==> src/hw/rtl/bb3_pkg.sv <==
// Package with shared types and constants of the 3x3 box blur.
package bb3_pkg;

   typedef enum logic [2:0] {
      ST_IDLE,
      ST_READ,
      ST_CALC,
      ST_DIV,
      ST_OUT
   } state_type;

   localparam int unsigned CFG_IDX_W = 1;
   localparam logic [CFG_IDX_W-1:0] REG_IMAGE_WIDTH  = 1'd0;
   localparam logic [CFG_IDX_W-1:0] REG_IMAGE_HEIGHT = 1'd1;

   localparam logic [10:0] WIDTH_RESET  = 11'd640;
   localparam logic [12:0] HEIGHT_RESET = 13'd480;

   // Sum of up to nine 8-bit values needs 12 bits; doubled plus count, 13 bits.
   localparam int unsigned SUM_W = 13;
   localparam int unsigned QUO_W = 8;

   typedef struct packed {
      logic start;
      logic [SUM_W-1:0] num;
      logic [4:0] den;
   } div_req_type;

   typedef struct packed {
      logic done;
      logic [QUO_W-1:0] quo;
   } div_rsp_type;

endpackage

==> src/hw/rtl/bb3_divider.sv <==
// Restoring divider producing one quotient bit per cycle.
module bb3_divider (
   input  logic                 clock,
   input  logic                 reset,
   input  bb3_pkg::div_req_type req,
   output bb3_pkg::div_rsp_type rsp
);
   logic [bb3_pkg::SUM_W-1:0] rem_ff, rem_in;
   logic [bb3_pkg::QUO_W-1:0] quo_ff, quo_in;
   logic [5:0]                den_ff, den_in;
   logic [3:0]                cnt_ff, cnt_in;
   logic                      busy_ff, busy_in;
   logic                      done_ff, done_in;
   logic [bb3_pkg::SUM_W+5:0] trial;

   always_comb begin
      rem_in  = rem_ff;
      quo_in  = quo_ff;
      den_in  = den_ff;
      cnt_in  = cnt_ff;
      busy_in = busy_ff;
      done_in = 1'b0;
      trial   = '0;
      if (req.start) begin
         rem_in  = req.num;
         den_in  = {req.den, 1'b0};
         quo_in  = '0;
         cnt_in  = 4'(bb3_pkg::QUO_W - 1);
         busy_in = 1'b1;
      end else if (busy_ff) begin
         // Quotient fits in 8 bits, so only eight shifted compares are needed.
         trial = {6'd0, rem_ff} - ({13'd0, den_ff} << cnt_ff);
         if (!trial[bb3_pkg::SUM_W+5]) begin
            rem_in = trial[bb3_pkg::SUM_W-1:0];
            quo_in = quo_ff | (8'd1 << cnt_ff[2:0]);
         end
         cnt_in = cnt_ff - 4'd1;
         if (cnt_ff == 4'd0) begin
            busy_in = 1'b0;
            done_in = 1'b1;
         end
      end
   end

   always_ff @(posedge clock) begin
      if (reset) begin
         busy_ff <= 1'b0;
         done_ff <= 1'b0;
      end else begin
         busy_ff <= busy_in;
         done_ff <= done_in;
      end
      rem_ff <= rem_in;
      quo_ff <= quo_in;
      den_ff <= den_in;
      cnt_ff <= cnt_in;
   end

   assign rsp.done = done_ff;
   assign rsp.quo  = quo_ff;
endmodule

==> config.mk <==
export PLATFORM = sky130hd
export DESIGN_NAME = bb3_divider
export DESIGN_NICKNAME = d
export VERILOG_FILES = /design/src/hw/rtl/bb3_pkg.sv /design/src/hw/rtl/bb3_divider.sv
export SDC_FILE = /design/constraint.sdc
export NUM_CORES = 1
export LEC_CHECK = 0
export BUFFER_PORTS_ARGS = -buffer_cell sky130_fd_sc_hd__buf_2
export CAP_MARGIN = 30
export CORE_AREA = 3 3 80 82
export DETAILED_ROUTE_END_ITERATION = 10
export DIE_AREA = 0 0 83 85
export GPL_TIMING_DRIVEN = 0
export PLACE_DENSITY = 0.61
export SLEW_MARGIN = 20
export SYNTH_ARGS = -nofsm -noshare
export SYNTH_HDL_FRONTEND = slang
export SYNTH_SLANG_ARGS = --single-unit
==> constraint.sdc <==
create_clock -name clock -period 5.9 [get_ports clock]
set_input_delay 1.18 -clock clock [delete_from_list [all_inputs] [get_ports clock]]
set_output_delay 1.18 -clock clock [all_outputs]
set_load 0.005 [all_outputs]
==> flow_summary.yaml, run 1 <==
outcome:
  status: "complete, no violations"
detailed_routing:
  wl_per_cell_um: 14.3
  ant_nets: 0
  dr_wl_met3_um: 176
  wl_met2_um: 2380
  via_per_inst: 5.19
  vias: 1841
  drtPass1Iterations: 4
  drt-met1-wl_um: 2470
  drc_errors: 0
  top_layer: "met4"
  first_iter_violations: 108
  drt_wl_total_um: 5080
logic_synthesis:
  syn_nets: 283
  synthArstFlopShare: 0
  synth_fa_ha_area_frac: 0.109
  synthTopCellsByArea: "edfxtp_1 (23%), dfxtp_1 (13%), ha_1 (11%)"
  synth_mux_area_frac: 0.0413
  ys_warn_count: 0
  syn_avg_cell_area_um2: 8.97
  synthSimpleGateAreaFrac: 0.169
  synth-compound-area-share: 0.224
  synth_area_um2: 2180
  synth_top_cell_by_area: "edfxtp_1"
  netlist_instances: 243
  synth.top_cell.area_share: 0.234
  synth.most_common_cell: "nand2_1"
  synth_xor_area_frac: 0.0321
  synth_top_family_by_area: "compound AO/OA/AOI/OAI gates"
  ys_ff_latch: 31
  synth-edff-count: 17
  ys_seq_area_frac: 0.363
  synth_common_cells: "nand2_1 (34), nor2_1 (21), a21oi_1 (20)"
  synth_ff_type: "edfxtp_1"
  synth_cell_type_count: 53
power:
  seqPwrFrac: 0.358
  power_frac_comb: 0.383
  power_w: 0.000780
  swShare: 0.342
  p_int_w: 0.000514
  p_per_area_nw_per_um2: 308
  p_clk_frac: 0.259
  ir_worst_vdd_uv: 104
  p_leak_nw: 1.09
  p_sw_w: 0.000267
clock_tree:
  clkTransAtPathRegs_ns: 0.07
  cts_tree: "done"
  postCtsSetupBuffers: 0
  cts_sinks: 31
  cts_root_buf: "clkbuf_8"
  cts_buffers: 5
  clockBufferDepth: 2
  cts_max_level: 2
  cts_hold_buf: 0
  postCtsResizedCells: 0
  clk-insertion-delay-late_ns: 0.29
sta:
  drv_slew: 0
  period_needed_ns: 3.95
  finalCritPeriodShare: 0.669
  tns_ns: 0
  slew_headroom: 0.485
  hold_viol: 0
  setup_viol: 0
  holdWs_ns: 0.462
  rsz0062_at_grt: "no"
  setup_slack_ns: 1.95
  worst_pin_slew_ns: 0.753
  fin_skew_ns: 0.00534
  fmax_mhz: 253
global_routing:
  grt_overflow: 0
  grt_pass1_wl_um: 8520
  grt_max_degree: 11
  antenna_found_initial: 0
  grt_use_total: 0.149
  first_global_vias: 1788
placement:
  place_area_um2: 2420
  dp_slack_ns: 1.99
  dpl.hpwl_um: 3840
  routabilityCongestion: 0.878
  numPortBuffers: 28
flow_run:
  drv_cap: 0
floorplanning:
  die_width_um: 83
  core_um2: 5820
  io_pins: 30
  start_util: 0.375
  die_area_um2: 7060
  die_y_um: 85
  core.rowCount: 28
worst_setup_path:
  crit_chain: "buf_6, clkbuf_8, a21oi_1, o21ai_0, nand2_1, a21o_1, ha_1, and4_1, nor3b_1, a221oi_2, a21o_1, and2_1, a21o_2, o21ai_1, buf_4"
  cp_top_family: "compound AO/OA/AOI/OAI gates"
  critical_path_required_ns: 5.89
  cp.arrival_ns: 3.94
  crit_path_end_kind: "flip-flop"
  critPathSlowestCell: "o21ai_1"
  cpPeakStageDelay_ns: 0.43
  crit_type: "flip-flop to flip-flop"
  cp_num_buf_inv: 3
  path_common_cell: "a21o_1"
  cp_max_fo: 10
  start_kind: "flip-flop"
cells_and_area:
  seq_area_um2: 791
  antenna_cells: 0
  final_area_um2: 2530
  drive_gt1_frac: 0.200
  nFillCells: 627
  final_nets: 319
  multi_input_area_um2: 1250
  area_growth_pct: 16.2
worst_hold_path:
  min_path_type: "flip-flop to flip-flop"
-- cells by family after synthesis --
family,count (synthesis)
AND/OR/NAND/NOR,81
AO/OA/AOI/OAI,74
flip-flops,31
buffers and inverters,23
adder cells (fa/ha/maj),19
XOR/XNOR,8
multiplexers,7
-- final cells by class --
class                           instances  area share
Clock buffer                            7      0.0425
Clock inverter                          1     0.00198
Tap cell                               75      0.0370
Multi-Input combinational cell        189       0.495
Buffer                                 12      0.0365
Timing Repair Buffer                   29      0.0583
Sequential cell                        31       0.312
Inverter                               11      0.0163
-- through the flow --
step / instances / util
after floorplan: 243 / -
after global placement: 346 / 0.415
after detailed placement: 347 / 0.416
after CTS: 355 / 0.436
after global routing: 355 / 0.436
final: 355 / 0.436
-- power groups by stage --
stage	combinational [W]	clock [W]	sequential, W
floorplan	0.000233	0	0.000279
global placement	0.000287	0	0.000284
detailed placement	0.000294	0	0.000284
CTS	0.000297	0.000209	0.000279
global route	0.000336	0.000218	0.000282
finish	0.000299	0.000202	0.000279
-- final timing paths --
path,from,endpoint,slack [ns],depth (start not counted)
worst max-delay path,cnt_ff[1],rem_ff[9],1.95,15
worst min-delay path,quo_ff[5],quo_ff[5],0.46,1
worst max register to register,cnt_ff[1],rem_ff[9],1.95,15
worst min register to register,quo_ff[5],quo_ff[5],0.46,1
-- sequential cells by signal (all words and copies together), names as in the netlist --
name,count
den_ff,5
rem_ff,12
quo_ff,8
busy_ff,1
cnt_ff,4
done_ff,1
-- cell usage in the layout, fill, tap and decap left out, types with 3 or more instances in the layout --
cell	n
nand2_1	34
buf_2	29
nor2_1	21
a21oi_1	20
ha_1	19
o21ai_0	17
edfxtp_1	17
dfxtp_1	14
inv_1	11
clkbuf_8	8
o21a_1	7
nand3_1	5
clkbuf_1	4
a21o_1	4
nor3_1	4
xnor2_1	4
xor2_1	4
buf_6	3
and2_1	3
mux2i_1	3
o211ai_1	3
a211oi_1	3
nand4_1	3
o2bb2ai_1	3
-- layer usage --
layer  global-route usage  vias to the layer above
met2                0.236                       30
met1                0.205                      853
li1                     -                      952
met3               0.0340                        6
met4               0.0431                        0
met5                    0                        -
Note: power is estimated with default switching activity, not from simulation.
==> run 2, diff against run 1 <==
--- a/config.mk
+++ b/config.mk
@@ -11,7 +11,7 @@
 export DETAILED_ROUTE_END_ITERATION = 10
 export DIE_AREA = 0 0 83 85
 export GPL_TIMING_DRIVEN = 0
-export PLACE_DENSITY = 0.61
+export PLACE_DENSITY = 0.63
 export SLEW_MARGIN = 20
 export SYNTH_ARGS = -nofsm -noshare
 export SYNTH_HDL_FRONTEND = slang
==> constraint.sdc (replaced) <==
create_clock -name clock -period 3.5 [get_ports clock]
set_input_delay 0.7 -clock clock [delete_from_list [all_inputs] [get_ports clock]]
set_output_delay 0.7 -clock clock [all_outputs]
set_load 0.005 [all_outputs]
==> run 2 against run 1 <==
- fmax up 19%
- global-route usage fell by 0.11 points
- hold slack is essentially flat
- largest cell class unchanged
- highest routed layer unchanged
==> flow_summary.yaml, run 2 (synthesis results as in run 1) <==
outcome:
  status: "complete, no violations"
sta:
  fmax_mhz: 301
  fin_skew_ns: 0.00603
  finalCritPeriodShare: 0.951
  drv_slew: 0
  worst_pin_slew_ns: 0.502
  setup_viol: 0
  hold_viol: 0
  period_needed_ns: 3.33
  rsz0062_at_grt: "no"
  tns_ns: 0
  holdWs_ns: 0.462
  slew_headroom: 0.665
  setup_slack_ns: 0.173
clock_tree:
  cts_tree: "done"
  clkTransAtPathRegs_ns: 0.07
  cts_root_buf: "clkbuf_8"
  cts_buffers: 5
  cts_sinks: 31
  cts_max_level: 2
  cts_hold_buf: 0
  clockBufferDepth: 2
  clk-insertion-delay-late_ns: 0.29
cells_and_area:
  final_nets: 319
  final_core_util: 0.451
  most-common-layout-cells: "nand2_1 (34), buf_2 (29), nor2_1 (21)"
  final_area_um2: 2630
  drive_gt1_frac: 0.243
  antenna_cells: 0
  layout_commonest_cell: "nand2_1"
  area_growth_pct: 20.4
  largest_reg_flops: 12
  top_register: "rem_ff"
  reg_top3: "rem_ff x12, quo_ff x8, den_ff x5"
power:
  swShare: 0.350
  p_leak_nw: 1.10
  power_frac_comb: 0.412
  ir_worst_vdd_uv: 246
  p_per_area_nw_per_um2: 529
  p_clk_frac: 0.248
  p_int_w: 0.000904
  p_sw_w: 0.000486
  seqPwrFrac: 0.340
global_routing:
  grt_use_total: 0.148
  grt_max_degree: 13
  grt_overflow: 0
  first_global_vias: 1810
  antenna_found_initial: 0
  grt_pass1_wl_um: 8450
floorplanning:
  die_width_um: 83
  core_um2: 5820
  io_pins: 30
  start_util: 0.375
  die_y_um: 85
  die_area_um2: 7060
  core.rowCount: 28
worst_setup_path:
  crit_path_end_kind: "flip-flop"
  critical_path_required_ns: 3.56
  crit_chain: "buf_6, clkbuf_1, nor2_1, a22oi_1, ha_1, and4_4, and3_1, a221oi_4, a21o_1, and2_1, a21o_4, o21ai_4, buf_12"
  cp_num_buf_inv: 3
  critPathSlowestCell: "clkbuf_1"
  cpPeakStageDelay_ns: 0.38
  cp_top_family: "compound AO/OA/AOI/OAI gates"
  cp_max_fo: 12
  start_kind: "flip-flop"
  crit_type: "flip-flop to flip-flop"
  cp.arrival_ns: 3.38
placement:
  dpl.hpwl_um: 3770
  dp_slack_ns: -0.349
  routabilityCongestion: 0.891
  place_area_um2: 2420
  numPortBuffers: 28
detailed_routing:
  first_iter_violations: 89
  drc_errors: 0
  vias: 1812
  ant_nets: 0
  wl_per_cell_um: 14.3
  drtPass1Iterations: 4
  drt_wl_total_um: 5060
  via_per_inst: 5.10
flow_run:
  drv_cap: 0
worst_hold_path:
  min_path_type: "flip-flop to flip-flop"
run 2: cell types whose count changed in the layout (fill, tap and decap cells not counted), moves of 2 or more:
cell     change
dfxtp_1      -2
dfxtp_2      +2
mux2i_1      -2
mux2i_2      +2
o21ai_0      -2
run 2: worst paths after layout:
check	slack, ns	start	depth (start not counted)	to
hold / removal	0.46	quo_ff[5]	1	quo_ff[5]
setup / recovery	0.17	cnt_ff[2]	13	rem_ff[3]
hold reg to reg	0.46	quo_ff[5]	1	quo_ff[5]
setup reg to reg	0.17	cnt_ff[2]	13	rem_ff[3]
run 2: timing repair:
action | 4_1_cts | 5_1_grt
buffers inserted | 1 | 0
gates cloned | 0 | 0
resized for setup | 2 | 16
endpoints found under the setup margin | 12 | 14
pin swaps | 1 | 2
run 2: per-stage QoR:
stage / total power (W) / instances
after detailed placement: 0.000970 / 346
after floorplan: 0.000865 / 243
final: 0.00139 / 355
after global placement: 0.000964 / 346
after CTS: 0.00134 / 355
after global routing: 0.00149 / 355
run 2: power by group through the flow:
stage	registers, W	clock network (W)	logic (W)
floorplan	0.000470	0	0.000395
global placement	0.000479	0	0.000486
detailed placement	0.000478	0	0.000492
CTS	0.000470	0.000356	0.000510
global route	0.000478	0.000368	0.000645
finish	0.000472	0.000345	0.000573
run 2: worst register-to-register path: stages (launching register included):
cell	delay, ns
dfxtp_1	0.35
buf_6	0.14
clkbuf_1	0.38
nor2_1	0.17
a22oi_1	0.23
ha_1	0.31
and4_4	0.23
and3_1	0.21
a221oi_4	0.32
a21o_1	0.19
and2_1	0.20
a21o_4	0.14
o21ai_4	0.07
buf_12	0.16
run 2: final cells by class:
type,instances,area [um^2]
Timing Repair Buffer,29,160
Multi-Input combinational cell,189,1330
Clock inverter,1,5.00
Sequential cell,31,793
Buffer,12,92.6
Tap cell,75,93.8
Inverter,11,41.3
Fill cell,622,3190
Clock buffer,7,108
run 2: layer usage:
metal / global-route usage / vias to the layer above / share of wire
met5: 0 / - / 0
met3: 0.0340 / 7 / 0.028
met1: 0.198 / 827 / 0.50
met2: 0.235 / 30 / 0.46
met4: 0.0550 / 0 / 0.019
li1: - / 948 / -
==> run 3, diff against run 2 <==
--- a/config.mk
+++ b/config.mk
@@ -7,11 +7,11 @@
 export LEC_CHECK = 0
 export BUFFER_PORTS_ARGS = -buffer_cell sky130_fd_sc_hd__buf_2
 export CAP_MARGIN = 30
-export CORE_AREA = 3 3 80 82
+export CORE_AREA = 3 3 69 71
 export DETAILED_ROUTE_END_ITERATION = 10
-export DIE_AREA = 0 0 83 85
+export DIE_AREA = 0 0 72 74
 export GPL_TIMING_DRIVEN = 0
-export PLACE_DENSITY = 0.63
+export PLACE_DENSITY = 0.8
 export SLEW_MARGIN = 20
 export SYNTH_ARGS = -nofsm -noshare
 export SYNTH_HDL_FRONTEND = slang
==> run 3 against run 2 <==
- clock skew grew 0.00074 ns
- sequential power is essentially flat
- hold slack lost 0.0046 ns
- non-clock buffer count grew 1
- global-route usage grew 4.7 points
- count of clock-buffer cells in the layout shrank 1
- largest power group unchanged
- flip-flop and latch count is the same
- cell area shrank 2.0%
- core utilization grew 15 points
==> flow_summary.yaml, run 3 (synthesis results as in run 1) <==
sta:
  fin_skew_ns: 0.00676
  worst_pin_slew_ns: 0.550
  fmax_mhz: 291
  slew_headroom: 0.633
  period_needed_ns: 3.44
  hold_viol: 0
  drv_slew: 0
  setup_viol: 0
  finalCritPeriodShare: 0.983
  setup_slack_ns: 0.0610
placement:
  dp_slack_ns: -0.364
  dp.cells: 323
  numPortBuffers: 28
  routabilityCongestion: 0.842
  dpl.hpwl_um: 3700
power:
  swShare: 0.364
  ir_worst_vdd_uv: 328
  p_int_w: 0.000850
  p_clk_frac: 0.223
  power_w: 0.00134
  p_leak_nw: 1.09
  p_sw_w: 0.000486
  power_frac_comb: 0.425
  p_per_area_nw_per_um2: 520
  seqPwrFrac: 0.353
cells_and_area:
  final_cells: 333
  antenna_cells: 0
  area_growth_pct: 18.0
  largest_reg_flops: 12
  top_register: "rem_ff"
  drive_gt1_frac: 0.238
  reg_top3: "rem_ff x12, quo_ff x8, den_ff x5"
  most-common-layout-cells: "nand2_1 (34), buf_2 (29), nor2_1 (21)"
  layout_commonest_cell: "nand2_1"
  final_nets: 320
detailed_routing:
  via_per_inst: 5.70
  drtPass1Iterations: 5
  first_iter_violations: 146
  wl_per_cell_um: 15.7
  drt_wl_total_um: 5220
  vias: 1898
  ant_nets: 0
  drc_errors: 0
floorplanning:
  io_pins: 30
  start_util: 0.508
  die_area_um2: 5330
  die_width_um: 72
  die_y_um: 74
  core.rowCount: 24
  core_um2: 4290
worst_hold_path:
  min_path_type: "flip-flop to flip-flop"
worst_setup_path:
  startpoint: "cnt_ff[1]"
  cp.arrival_ns: 3.44
  r2r-end: "rem_ff[8]"
  rr_worst_depth: 15
  r2r_slack_ns: 0.06
  crit_type: "flip-flop to flip-flop"
  critical_path.endpoint: "rem_ff[8]"
  crit_path_end_kind: "flip-flop"
  r2r-start: "cnt_ff[1]"
  critical_path_required_ns: 3.50
  cp_max_fo: 11
  start_kind: "flip-flop"
global_routing:
  grt_max_degree: 12
  first_global_vias: 1734
  grt_use_total: 0.195
  grt_pass1_wl_um: 7990
  grt_overflow: 0
  antenna_found_initial: 0
clock_tree:
  clk-insertion-delay-late_ns: 0.29
  clockBufferDepth: 2
  cts_sinks: 31
  cts_hold_buf: 0
  cts_buffers: 5
  clkTransAtPathRegs_ns: 0.06
  cts_root_buf: "clkbuf_8"
  cts_max_level: 2
  cts_tree: "done"
flow_run:
  drv_cap: 0
outcome:
  status: "complete, no violations"
==> run 3: changes by cell type in the layout (fill, tap and decap cells not counted), sizes merged <==
cell / previous run / this run
buf: 35 / 36
clkbuf: 13 / 12
clkinvlp: 0 / 1
==> run 3: area by class of cell <==
cell class | count | area (um^2)
Timing Repair Buffer | 30 | 168
Clock buffer | 6 | 82.6
Fill cell | 363 | 1720
Tap cell | 52 | 65.1
Inverter | 11 | 41.3
Buffer | 12 | 93.8
Clock inverter | 2 | 11.3
Sequential cell | 31 | 793
Multi-Input combinational cell | 189 | 1320
==> run 3: through the flow <==
step            util  TNS, ns  cell area, um^2  hold slack, ns
6_report       0.599        0             2570           0.458
5_1_grt        0.599   -0.123             2570           0.491
4_1_cts        0.586        0             2520           0.460
3_5_place_dp   0.556    -4.35             2390           0.445
3_3_place_gp   0.556    -3.26             2390           0.445
2_1_floorplan      -        0             2180           0.456
==> run 3: what timing repair did <==
item	CTS	global route
cloned	0	0
setup endpoints to repair	12	13
setup buffers	2	0
pin swaps	1	0
resized for setup	2	16
==> run 3: worst min-delay path by stage <==
stage / startpoint / endpoint / slack (ns) / cells past startpoint
after floorplan: quo_ff[5] / quo_ff[5] / 0.46 / 1
after global placement: quo_ff[0] / quo_ff[0] / 0.44 / 1
after detailed placement: quo_ff[6] / quo_ff[6] / 0.44 / 1
after CTS: quo_ff[6] / quo_ff[6] / 0.46 / 1
after global routing: quo_ff[6] / quo_ff[6] / 0.49 / 1
final: quo_ff[6] / quo_ff[6] / 0.46 / 1
==> run 3: worst max-delay path: stages (launching register included) <==
cell	delay [ns]
dfxtp_2	0.37
buf_6	0.14
clkbuf_8	0.17
a21oi_1	0.09
o21ai_2	0.21
nand2_1	0.08
a21o_1	0.17
ha_1	0.35
and4_4	0.24
and3_1	0.22
a221oi_4	0.10
a21o_1	0.20
and2_1	0.19
a21o_2	0.25
o21ai_4	0.20
buf_12	0.16
==> run 3: power groups by stage <==
stage                     registers [W]  clock network [W]  logic (W)
after floorplan                0.000470                  0   0.000395
after CTS                      0.000470           0.000303   0.000512
after detailed placement       0.000478                  0   0.000493
after global placement         0.000477                  0   0.000476
after global routing           0.000476           0.000321   0.000619
final                          0.000471           0.000297   0.000568
==> run 3: metal layers <==
metal,GRT usage,share of wire,vias up
met1,0.249,0.44,880
met2,0.321,0.49,53
met3,0.0419,0.048,12
li1,-,-,953
met4,0.0835,0.024,0
met5,0,0,-
